--- src/rtl/core/segmented_prime_sieve_macros.svh ---
// Assertion macros shared by the prime sieve RTL.
`ifndef SEGMENTED_PRIME_SIEVE_MACROS_SVH
`define SEGMENTED_PRIME_SIEVE_MACROS_SVH

// Same-cycle implication, sampled on clk, off during rst.
`define SPS_ASSERT_NOW(label, ante, cons) \
  label: assert property (@(posedge clk) disable iff (rst) (ante) |-> (cons)) \
    else $error("sieve assertion failed");

// Next-cycle implication, sampled on clk, off during rst.
`define SPS_ASSERT_NEXT(label, ante, cons) \
  label: assert property (@(posedge clk) disable iff (rst) (ante) |=> (cons)) \
    else $error("sieve assertion failed");

`endif

--- src/rtl/core/sps_pkg.sv ---
// Shared constants and types of the segmented prime sieve.
package sps_pkg;

  localparam int VALUE_BITS_DEF = 20;
  localparam int BASE_LIMIT_DEF = 1024;
  localparam int WINDOW_DEF     = 128;
  localparam int MAX_RESULTS    = 32;

  // Row-wide commands to the window cells.
  typedef struct packed {
    logic init;   // set every flag to candidate
    logic shift;  // move every flag one cell toward cell 0
  } sps_row_ctl_t;

endpackage

--- src/rtl/core/sps_rem.sv ---
// Bit-serial remainder unit: dividend mod divisor, one dividend bit a cycle.
module sps_rem #(
  parameter int VB = sps_pkg::VALUE_BITS_DEF,
  parameter int BL = 10
) (
  input  logic          clk,
  input  logic          rst,
  input  logic          start,
  input  logic [VB-1:0] dividend,
  input  logic [BL-1:0] divisor,
  output logic [BL-1:0] rem,
  output logic          done
);
  import sps_pkg::*;

  localparam int CNTW = $clog2(VB + 1);

  logic [CNTW-1:0] cnt;
  logic [VB-1:0]   dsh;
  logic [BL:0]     trial;

  assign trial = {rem, dsh[VB-1]};

  always_ff @(posedge clk) begin
    if (rst) begin
      cnt  <= '0;
      done <= 1'b0;
    end else if (start) begin
      cnt  <= CNTW'(VB);
      done <= 1'b0;
      rem  <= '0;
      dsh  <= dividend;
    end else begin
      done <= (cnt == CNTW'(1));
      if (cnt != '0) begin
        cnt <= cnt - CNTW'(1);
        dsh <= dsh << 1;
        rem <= (trial >= {1'b0, divisor}) ? BL'(trial - {1'b0, divisor}) : BL'(trial);
      end
    end
  end

endmodule

--- config.mk ---
export PLATFORM = sky130hd
export DESIGN_NAME = sps_rem
export DESIGN_NICKNAME = d
export VERILOG_FILES = /design/src/rtl/core/segmented_prime_sieve_macros.svh /design/src/rtl/core/sps_pkg.sv /design/src/rtl/core/sps_rem.sv
export SDC_FILE = /design/constraint.sdc
export NUM_CORES = 1
export LEC_CHECK = 0
export BUFFER_PORTS_ARGS = -buffer_cell sky130_fd_sc_hd__buf_2
export CAP_MARGIN = 15
export CORE_AREA = 2 2 49 96
export CTS_BUF_LIST = sky130_fd_sc_hd__clkbuf_8
export DETAILED_ROUTE_END_ITERATION = 8
export DIE_AREA = 0 0 51 98
export PLACE_DENSITY = 0.71
export SLEW_MARGIN = 20
export SYNTH_ARGS = -nofsm -noshare
export SYNTH_HDL_FRONTEND = slang
export SYNTH_SLANG_ARGS = --single-unit
--- constraint.sdc ---
create_clock -name clk -period 3.3 [get_ports clk]
set_clock_uncertainty 0.15 [all_clocks]
set_input_delay 0.33 -clock clk [delete_from_list [all_inputs] [get_ports clk]]
set_output_delay 0.33 -clock clk [all_outputs]
set_load 0.02 [all_outputs]
==> reports/qor.csv <==
stage,metric,value,unit
outcome,status,completed,
layout,final_cell_mix,"buf_2 (43), edfxtp_1 (30), mux2_2 (19), inv_1 (18), nor2_1 (16)",
floorplan,fp.dieW,51,um
worst_setup_path,crit_path_start,rem[7]$_SDFFCE_PP0P_,
synth,syn_area,0.00203,sq mm
clocking,clkTransAtPathRegs,0.06,ns
sta,rsz0062_at_grt,no,
route,vias,1458,
global_routing,grt_max_degree,31,
worst_setup_path,r2r-start,rem[7]$_SDFFCE_PP0P_,
route,first_iter_violations,34,
worst_setup_path,cpMaxStageDelayCell,edfxtp_1,
floorplan,num_rows,34,
global_routing,grt_remaining_overflow,0,
synth,syn_avg_cell_area,11.8,sq um
floorplan,die_area,0.00500,sq mm
clocking,clk_latency,0.28,ns
route,drtAntennaViolNets,0,
worst_setup_path,cp-start-kind,flip-flop,
worst_setup_path,timing_worst_setup_path_type,flip-flop to flip-flop,
global_routing,use_met3,2.91,%
clocking,cts_setup_buffers,0,
clocking,clk_path_buf_depth,2,
worst_setup_path,cp_slowest_stage_delay,0.42,ns
synth,ys_ff_latch,36,
layout,layout-drive-gt1-share,33.5,%
layout,final_nets,266,
sta,setup_viol,0,
synth,syn-instance-count,172,
sta,timing.hold.ws,0.141,ns
worst_setup_path,crit_path_end_kind,flip-flop,
route,via_per_inst,5.30,
floorplan,ios,44,
worst_setup_path,crit_arrival,2.38,ns
clocking,holdBufCountCts,0,
route,routedWlPerCell,14.3,um
clocking,cts_num_sinks,36,
clocking,cts_resized,0,
global_routing,grt_use_met1,17.7,%
power_and_ir_drop,p_per_area,532,mW/mm^2
floorplan,core_area,0.00430,sq mm
worst_hold_path,hp-start,rst,
power_and_ir_drop,total_power,1.27,mW
global_routing,grt_first_pass_wirelength,6200,um
floorplan,dieHeight,98,um
clocking,cts_tree,done,
route,wirelength,3930,um
worst_setup_path,cp_max_fo,12,
sta,slew_headroom,73.9,%
sta,setup_tns,0,ns
global_routing,grt_pass1_vias,1418,
flow_run,drv_cap,0,
clocking,clock_tree.root_cell,clkbuf_8,
placement,gp_congestion,0.855,
sta,hold_violations,0,
worst_setup_path,path_delay_family,compound AO/OA/AOI/OAI gates,
sta,tightest_slew,0.389,ns
sta,min_period,2.50,ns
global_routing,grtUsageMet2,29.9,%
layout,fin_util,55.6,%
worst_setup_path,cp_data_required_time,3.18,ns
route,drc,0,
synth,synth_nets,218,
layout,area_delta_synth_final,17.9,%
worst_setup_path,crit_chain,"ha_1, a21oi_2, o211ai_1, a311o_1, a41oi_2, buf_4, mux2i_1, nor2_1",
power_and_ir_drop,p_leak,1.04,nW
clocking,htreeDepth,2,
worst_hold_path,holdCritPathClass,input port to flip-flop,
placement,dp_hpwl,3070,um
placement,port_buffers,43,
layout,diodes,0,
sta,drv_slew,0,
global_routing,top_usage_layer,met2,
sta,fin_crit_sh,75.8,%
route,dr.pass1.iters,5,
layout,mostFrequentLayoutCell,buf_2,
synth,synth_cell_types,35,
floorplan,start_util,47.2,%
worst_setup_path,path_buf_inv,1,
clocking,cts_buffers,5,
sta,fmax,0.400,GHz
global_routing,grt.total_usage,16.5,%
power_and_ir_drop,max-vdd-ir-drop,368,uV
synth,yosysWarningCount,0,
synth,ys_seq_area_share,50.3,%
global_routing,antenna_found_initial,0,
report_power, final:
part / switching [mW] / internal, mW / total, mW / leakage (nW)
clock network: 0.142 / 0.142 / 0.283 / 0.0505
registers: 0.0299 / 0.561 / 0.591 / 0.343
logic: 0.220 / 0.177 / 0.397 / 0.651
metal layers:
layer,share of wire (%),routed length (um)
met5,0,0
met4,3.3,130
met3,3.7,144
met2,56,2190
met1,37,1460
cells by family after synthesis:
family / synth area share (%)
XOR/XNOR: 3.89
buffers and inverters: 4.26
AO/OA/AOI/OAI: 10.5
flip-flops: 50.3
AND/OR/NAND/NOR: 8.08
multiplexers: 14.5
adder cells (fa/ha/maj): 8.39
Yosys cell counts (all sizes together):
library cell	count	share of area, %
edfxtp	30	44
mux2	19	11
nor2	17	3.1
inv	16	3.0
ha	12	7.4
a21oi	9	2.4
mux2i	8	3.9
dfxtp	6	5.9
xnor2	5	2.2
clkbuf	4	0.74
nand2	4	0.74
o21ai	4	0.99
xor2	4	1.7
a211oi	3	1.1
a31oi	3	0.93
nor3	3	0.74
o21a	3	1.1
a21o	2	0.74
and3	2	0.62
nor2b	2	0.62
o21bai	2	0.74
or3	2	0.62
a2111oi	1	0.43
a221oi	1	0.43
a311o	1	0.49
a41oi	1	0.80
and2	1	0.31
buf	1	0.56
fa	1	0.99
nand3	1	0.25
nand3b	1	0.37
nand4	1	0.31
nor3b	1	0.37
o211ai	1	0.37
metrics by stage:
step	std cells	setup slack, ns	cell area (sq um)
6_report	275	0.797	2390
5_1_grt	275	0.643	2390
4_1_cts	275	0.773	2390
3_5_place_dp	267	0.766	2310
3_3_place_gp	267	0.791	2310
2_1_floorplan	172	0.460	2030
worst paths after layout:
path	end	cells after the start	slack, ns
worst max-delay path	rem[6]$_SDFFCE_PP0P_	8	0.80
worst min-delay path	cnt[2]$_SDFFE_PP0N_	2	0.14
worst max register to register	rem[6]$_SDFFCE_PP0P_	8	0.80
worst min register to register	cnt[4]$_SDFFE_PP0N_	2	0.36
sequential cells by signal (all words and copies together) (netlist names):
register and flops:
cnt 5, done 1, dsh 20, rem 10
area by class of cell:
class,count,area (sq um)
Tap cell,54,67.6
Clock inverter,3,12.5
Inverter,16,60.1
Clock buffer,5,68.8
Fill cell,401,1910
Sequential cell,36,1020
Multi-Input combinational cell,115,923
Timing Repair Buffer,46,238
Note: power is estimated with default switching activity, not from simulation.
