**config.mk**
```make
export PLATFORM = sky130hd
export DESIGN_NAME = sps_window
export DESIGN_NICKNAME = d
export VERILOG_FILES = /design/src/rtl/core/segmented_prime_sieve_macros.svh /design/src/rtl/core/sps_pkg.sv /design/src/rtl/core/sps_cell.sv /design/src/rtl/core/sps_window.sv
export SDC_FILE = /design/constraint.sdc
export NUM_CORES = 2
export LEC_CHECK = 0
export ABC_CLOCK_PERIOD_IN_PS = 2370
export BUFFER_PORTS_ARGS = -buffer_cell sky130_fd_sc_hd__buf_2
export CAP_MARGIN = 0
export CORE_ASPECT_RATIO = 1.75
export CORE_UTILIZATION = 30
export CTS_CLUSTER_DIAMETER = 50
export DETAILED_ROUTE_END_ITERATION = 6
export GPL_ROUTABILITY_DRIVEN = 0
export GPL_TIMING_DRIVEN = 0
export PLACE_DENSITY = 0.56
export SYNTH_ARGS = -nofsm -noshare
export SYNTH_HDL_FRONTEND = slang
export SYNTH_HIERARCHICAL = 1
export SYNTH_SLANG_ARGS = --single-unit
```
**constraint.sdc**
```tcl
create_clock -name clk -period 2.37 [get_ports clk]
set_input_delay 0.1185 -clock clk [delete_from_list [all_inputs] [get_ports clk]]
set_output_delay 0.1185 -clock clk [all_outputs]
set_load 0.02 [all_outputs]
```
**src/rtl/core/segmented_prime_sieve_macros.svh**
```systemverilog
// Assertion macros shared by the prime sieve RTL.
`ifndef SEGMENTED_PRIME_SIEVE_MACROS_SVH
`define SEGMENTED_PRIME_SIEVE_MACROS_SVH

// Same-cycle implication, sampled on clk, off during rst.
`define SPS_ASSERT_NOW(label, ante, cons) \
  label: assert property (@(posedge clk) disable iff (rst) (ante) |-> (cons)) \
    else $error("sieve assertion failed");

// Next-cycle implication, sampled on clk, off during rst.
`define SPS_ASSERT_NEXT(label, ante, cons) \
  label: assert property (@(posedge clk) disable iff (rst) (ante) |=> (cons)) \
    else $error("sieve assertion failed");

`endif

```
**src/rtl/core/sps_pkg.sv**
```systemverilog
// Shared constants and types of the segmented prime sieve.
package sps_pkg;

  localparam int VALUE_BITS_DEF = 20;
  localparam int BASE_LIMIT_DEF = 1024;
  localparam int WINDOW_DEF     = 128;
  localparam int MAX_RESULTS    = 32;

  // Row-wide commands to the window cells.
  typedef struct packed {
    logic init;   // set every flag to candidate
    logic shift;  // move every flag one cell toward cell 0
  } sps_row_ctl_t;

endpackage

```
**src/rtl/core/sps_cell.sv**
```systemverilog
// One window cell: holds one candidate flag and passes the marking token on.
module sps_cell #(
  parameter int PW = 10,
  parameter int CW = PW + 1
) (
  input  logic                  clk,
  input  logic                  rst,
  input  sps_pkg::sps_row_ctl_t ctl,
  input  logic                  tok_v,
  input  logic [PW-1:0]         tok_p,
  input  logic [CW-1:0]         tok_cnt,
  input  logic                  flag_in,
  output logic                  tok_v_out,
  output logic [PW-1:0]         tok_p_out,
  output logic [CW-1:0]         tok_cnt_out,
  output logic                  flag
);
  import sps_pkg::*;

  logic hit;
  assign hit = tok_v && (tok_cnt == '0);

  always_ff @(posedge clk) begin
    if (ctl.init) begin
      flag <= 1'b1;
    end else if (ctl.shift) begin
      flag <= flag_in;
    end else if (hit) begin
      flag <= 1'b0;
    end
  end

  // Reload the distance to the next multiple on a hit, else count down.
  always_ff @(posedge clk) begin
    if (rst) begin
      tok_v_out <= 1'b0;
    end else begin
      tok_v_out <= tok_v;
    end
    tok_p_out   <= tok_p;
    tok_cnt_out <= hit ? ({1'b0, tok_p} - CW'(1)) : (tok_cnt - CW'(1));
  end

endmodule

```
**src/rtl/core/sps_window.sv**
```systemverilog
// Row of window cells; tokens travel up the row, flags shift down to cell 0.
module sps_window #(
  parameter int WINDOW = sps_pkg::WINDOW_DEF,
  parameter int PW     = 10
) (
  input  logic                  clk,
  input  logic                  rst,
  input  sps_pkg::sps_row_ctl_t ctl,
  input  logic                  tok_v,
  input  logic [PW-1:0]         tok_p,
  input  logic [PW:0]           tok_cnt,
  output logic                  flag0
);
  import sps_pkg::*;

  logic          tv    [WINDOW+1];
  logic [PW-1:0] tp    [WINDOW+1];
  logic [PW:0]   tc    [WINDOW+1];
  logic          flags [WINDOW+1];

  assign tv[0]         = tok_v;
  assign tp[0]         = tok_p;
  assign tc[0]         = tok_cnt;
  assign flags[WINDOW] = 1'b0;
  assign flag0         = flags[0];

  for (genvar i = 0; i < WINDOW; i++) begin : g_cell
    sps_cell #(.PW(PW), .CW(PW + 1)) u_cell (
      .clk         (clk),
      .rst         (rst),
      .ctl         (ctl),
      .tok_v       (tv[i]),
      .tok_p       (tp[i]),
      .tok_cnt     (tc[i]),
      .flag_in     (flags[i+1]),
      .tok_v_out   (tv[i+1]),
      .tok_p_out   (tp[i+1]),
      .tok_cnt_out (tc[i+1]),
      .flag        (flags[i])
    );
  end

endmodule

```
==> results.toml <==
[floorplanning]
dieWidth_um = 487
io_pins = 27
core_region_area_um2 = 409000
rows = 311
initial_utilization = 0.301
dieArea_um2 = 414000
dieHeight_um = 850

[route]
detail-route-antenna-nets = 0
vias = 110000
via_per_inst = 5.35
first_iter_violations = 4965
drc = 0
wl_per_cell_um = 18.5
wirelength_mm = 379
drt_first_pass_iters = 6

[global_routing]
gr-total-overflow = 0
antenna_found_initial = 1
grt_max_degree = 101
grt_pass1_wl_mm = 593
grt_use_total = 0.174
grt_pass1_vias = 113000

[worst_setup_path]
rr_worst_depth = 11
critPathMaxFanout = 3
r2r_slack_ns = -0.28
r2r-start = "g_cell[125].u_cell/tok_cnt_out[4]"
cp-end-kind = "register"
cp.arrival_ns = 3.42
critical_path.endpoint = "g_cell[126].u_cell/tok_cnt_out[8]"
timing.rr.end = "g_cell[126].u_cell/tok_cnt_out[8]"
start_kind = "register"
timing.critical_path.from = "g_cell[125].u_cell/tok_cnt_out[4]"
path_class = "register to register"
worstPathRequired_ns = 3.13

[power_and_ir_drop]
pwr-share-clk = 0.390
vdd_drop_max_mv = 0.587
p_per_area_nw_per_um2 = 796
power_frac_comb = 0.150
internal_power_mw = 94.0
power_mw = 130
p_seq_frac = 0.460
switching_share = 0.278
net-switching-power_mw = 36.2
leakagePower_nw = 63.5

[cells_and_area]
multiInputGateArea_um2 = 69400
ff_latch_area_um2 = 61100
layout-drive-gt1-share = 0.372
layout_commonest_cell = "dfxtp_1"
fill_cells = 39900
layout.nets = 14900
final_core_utilization = 0.400
area_delta_synth_final_pct = 32.6
final_cell_mix = "dfxtp_1, buf_4, nor2_1, nand2_1, dfxtp_2"

[logic_synthesis]
yosys_warnings = 6
netlist_area_um2 = 123000
syn_inst = 12800
syn-num-nets = 13000
synth_area_per_cell_um2 = 9.62

[sta]
fin_ws_ns = -0.282
rsz0062_at_grt = "true"
slew_headroom = 0.292
min_period_ns = 2.65
finalHoldViolCount = 0
max_freq_mhz = 377
finalCritPeriodShare = 1.12
timing.final.max_slew_violations = 0
worst_pin_slew_ns = 1.05
setup_viol = 371
fin_skew_ns = 0.0478

[worst_hold_path]
hold_class = "primary input to register"

[clock_network]
clk_path_buf_depth = 4
cts_tree = "done"
cts_made_buffers = 315
clk_latency_ns = 0.92
clkSinkCount = 2912
cts_root_buf = "clkbuf_16"
clk_pin_slew_ns = 0.06
cts_max_level = 5

[flow_run]
max-cap-violations = 0

[place]
port_buffers = 26
place_hpwl_mm = 261

[run_status]
violations = "negative setup slack"
status = "finished with violations"
## power by group through the flow
stage	registers, mW	logic, mW	clock network [mW]
6_report	59.9	19.5	50.8
4_1_cts	59.6	17.8	52.1
3_5_place_dp	60.6	14.0	0
2_1_floorplan	58.4	11.2	0
5_1_grt	60.5	21.3	54.2
3_3_place_gp	60.6	13.9	0
## cell type report
class                           count  area share
Multi-Input combinational cell   9404       0.424
Sequential cell                  2912       0.373
Timing Repair Buffer             1632      0.0778
Clock buffer                      400      0.0530
Tap cell                         5477      0.0419
Clock inverter                    162      0.0125
Inverter                          378     0.00867
Buffer                            121     0.00828
Antenna cell                        4   0.0000612
## stage by stage
step                      cells  cell area [µm²]  setup WS [ns]  TNS, ns  hold slack [ns]
after CTS                 20100           158000         -0.281   -34.79          0.00299
after global routing      20500           164000         -0.373   -72.12           0.0986
after floorplan           12800           125000        0.00106        0            0.146
after detailed placement  18300           133000         -0.507  -117.47            0.253
after global placement    18300           132000          -3.62  -691.65            0.254
final                     20500           164000         -0.282   -31.88            0.115
## registers in the layout (all words and copies together), names as in the netlist
signal                     cells
g_cell.u_cell/tok_cnt_out   1397
g_cell.u_cell/tok_v_out      127
g_cell.u_cell/tok_p_out     1260
g_cell.u_cell/flag           128
## worst max-delay path: stages, from the launching register on
cell and delay, ns:
dfxtp_4 0.35, or4_4 0.56, nor4_4 0.41, a21oi_4 0.11, ha_2 0.21, or3b_4 0.24, buf_6 0.09, buf_6 0.10
nor3_4 0.04, o31ai_4 0.08, mux2i_1 0.23, nand2_1 0.08
## routing by layer
layer	up-vias	wire length [µm]	track usage	part of all wire
li1	52300	-	-	-
met1	53200	120000	0.144	0.32
met2	2657	226000	0.377	0.60
met3	1331	10600	0.0198	0.028
met4	0	23000	0.103	0.061
met5	-	0	0	0
## what timing repair did
action	in CTS	in global routing
endpoints found under the hold margin	175	0
hold buffers	49	0
endpoints found under the setup margin	501	500
setup buffers	1207	415
resized for setup	2041	687
pin swaps	906	582
## worst min-delay path by stage
stage / startpoint / end / cells after the start
2_1_floorplan: tok_p[0] / g_cell[0].u_cell/tok_p_out[0] / 0
3_3_place_gp: tok_p[8] / g_cell[0].u_cell/tok_p_out[8] / 1
3_5_place_dp: tok_p[8] / g_cell[0].u_cell/tok_p_out[8] / 1
4_1_cts: tok_p[4] / g_cell[0].u_cell/tok_cnt_out[4] / 4
5_1_grt: tok_p[4] / g_cell[0].u_cell/tok_cnt_out[4] / 4
6_report: tok_p[4] / g_cell[0].u_cell/tok_cnt_out[4] / 4
Power figures use the tool's default switching activity.
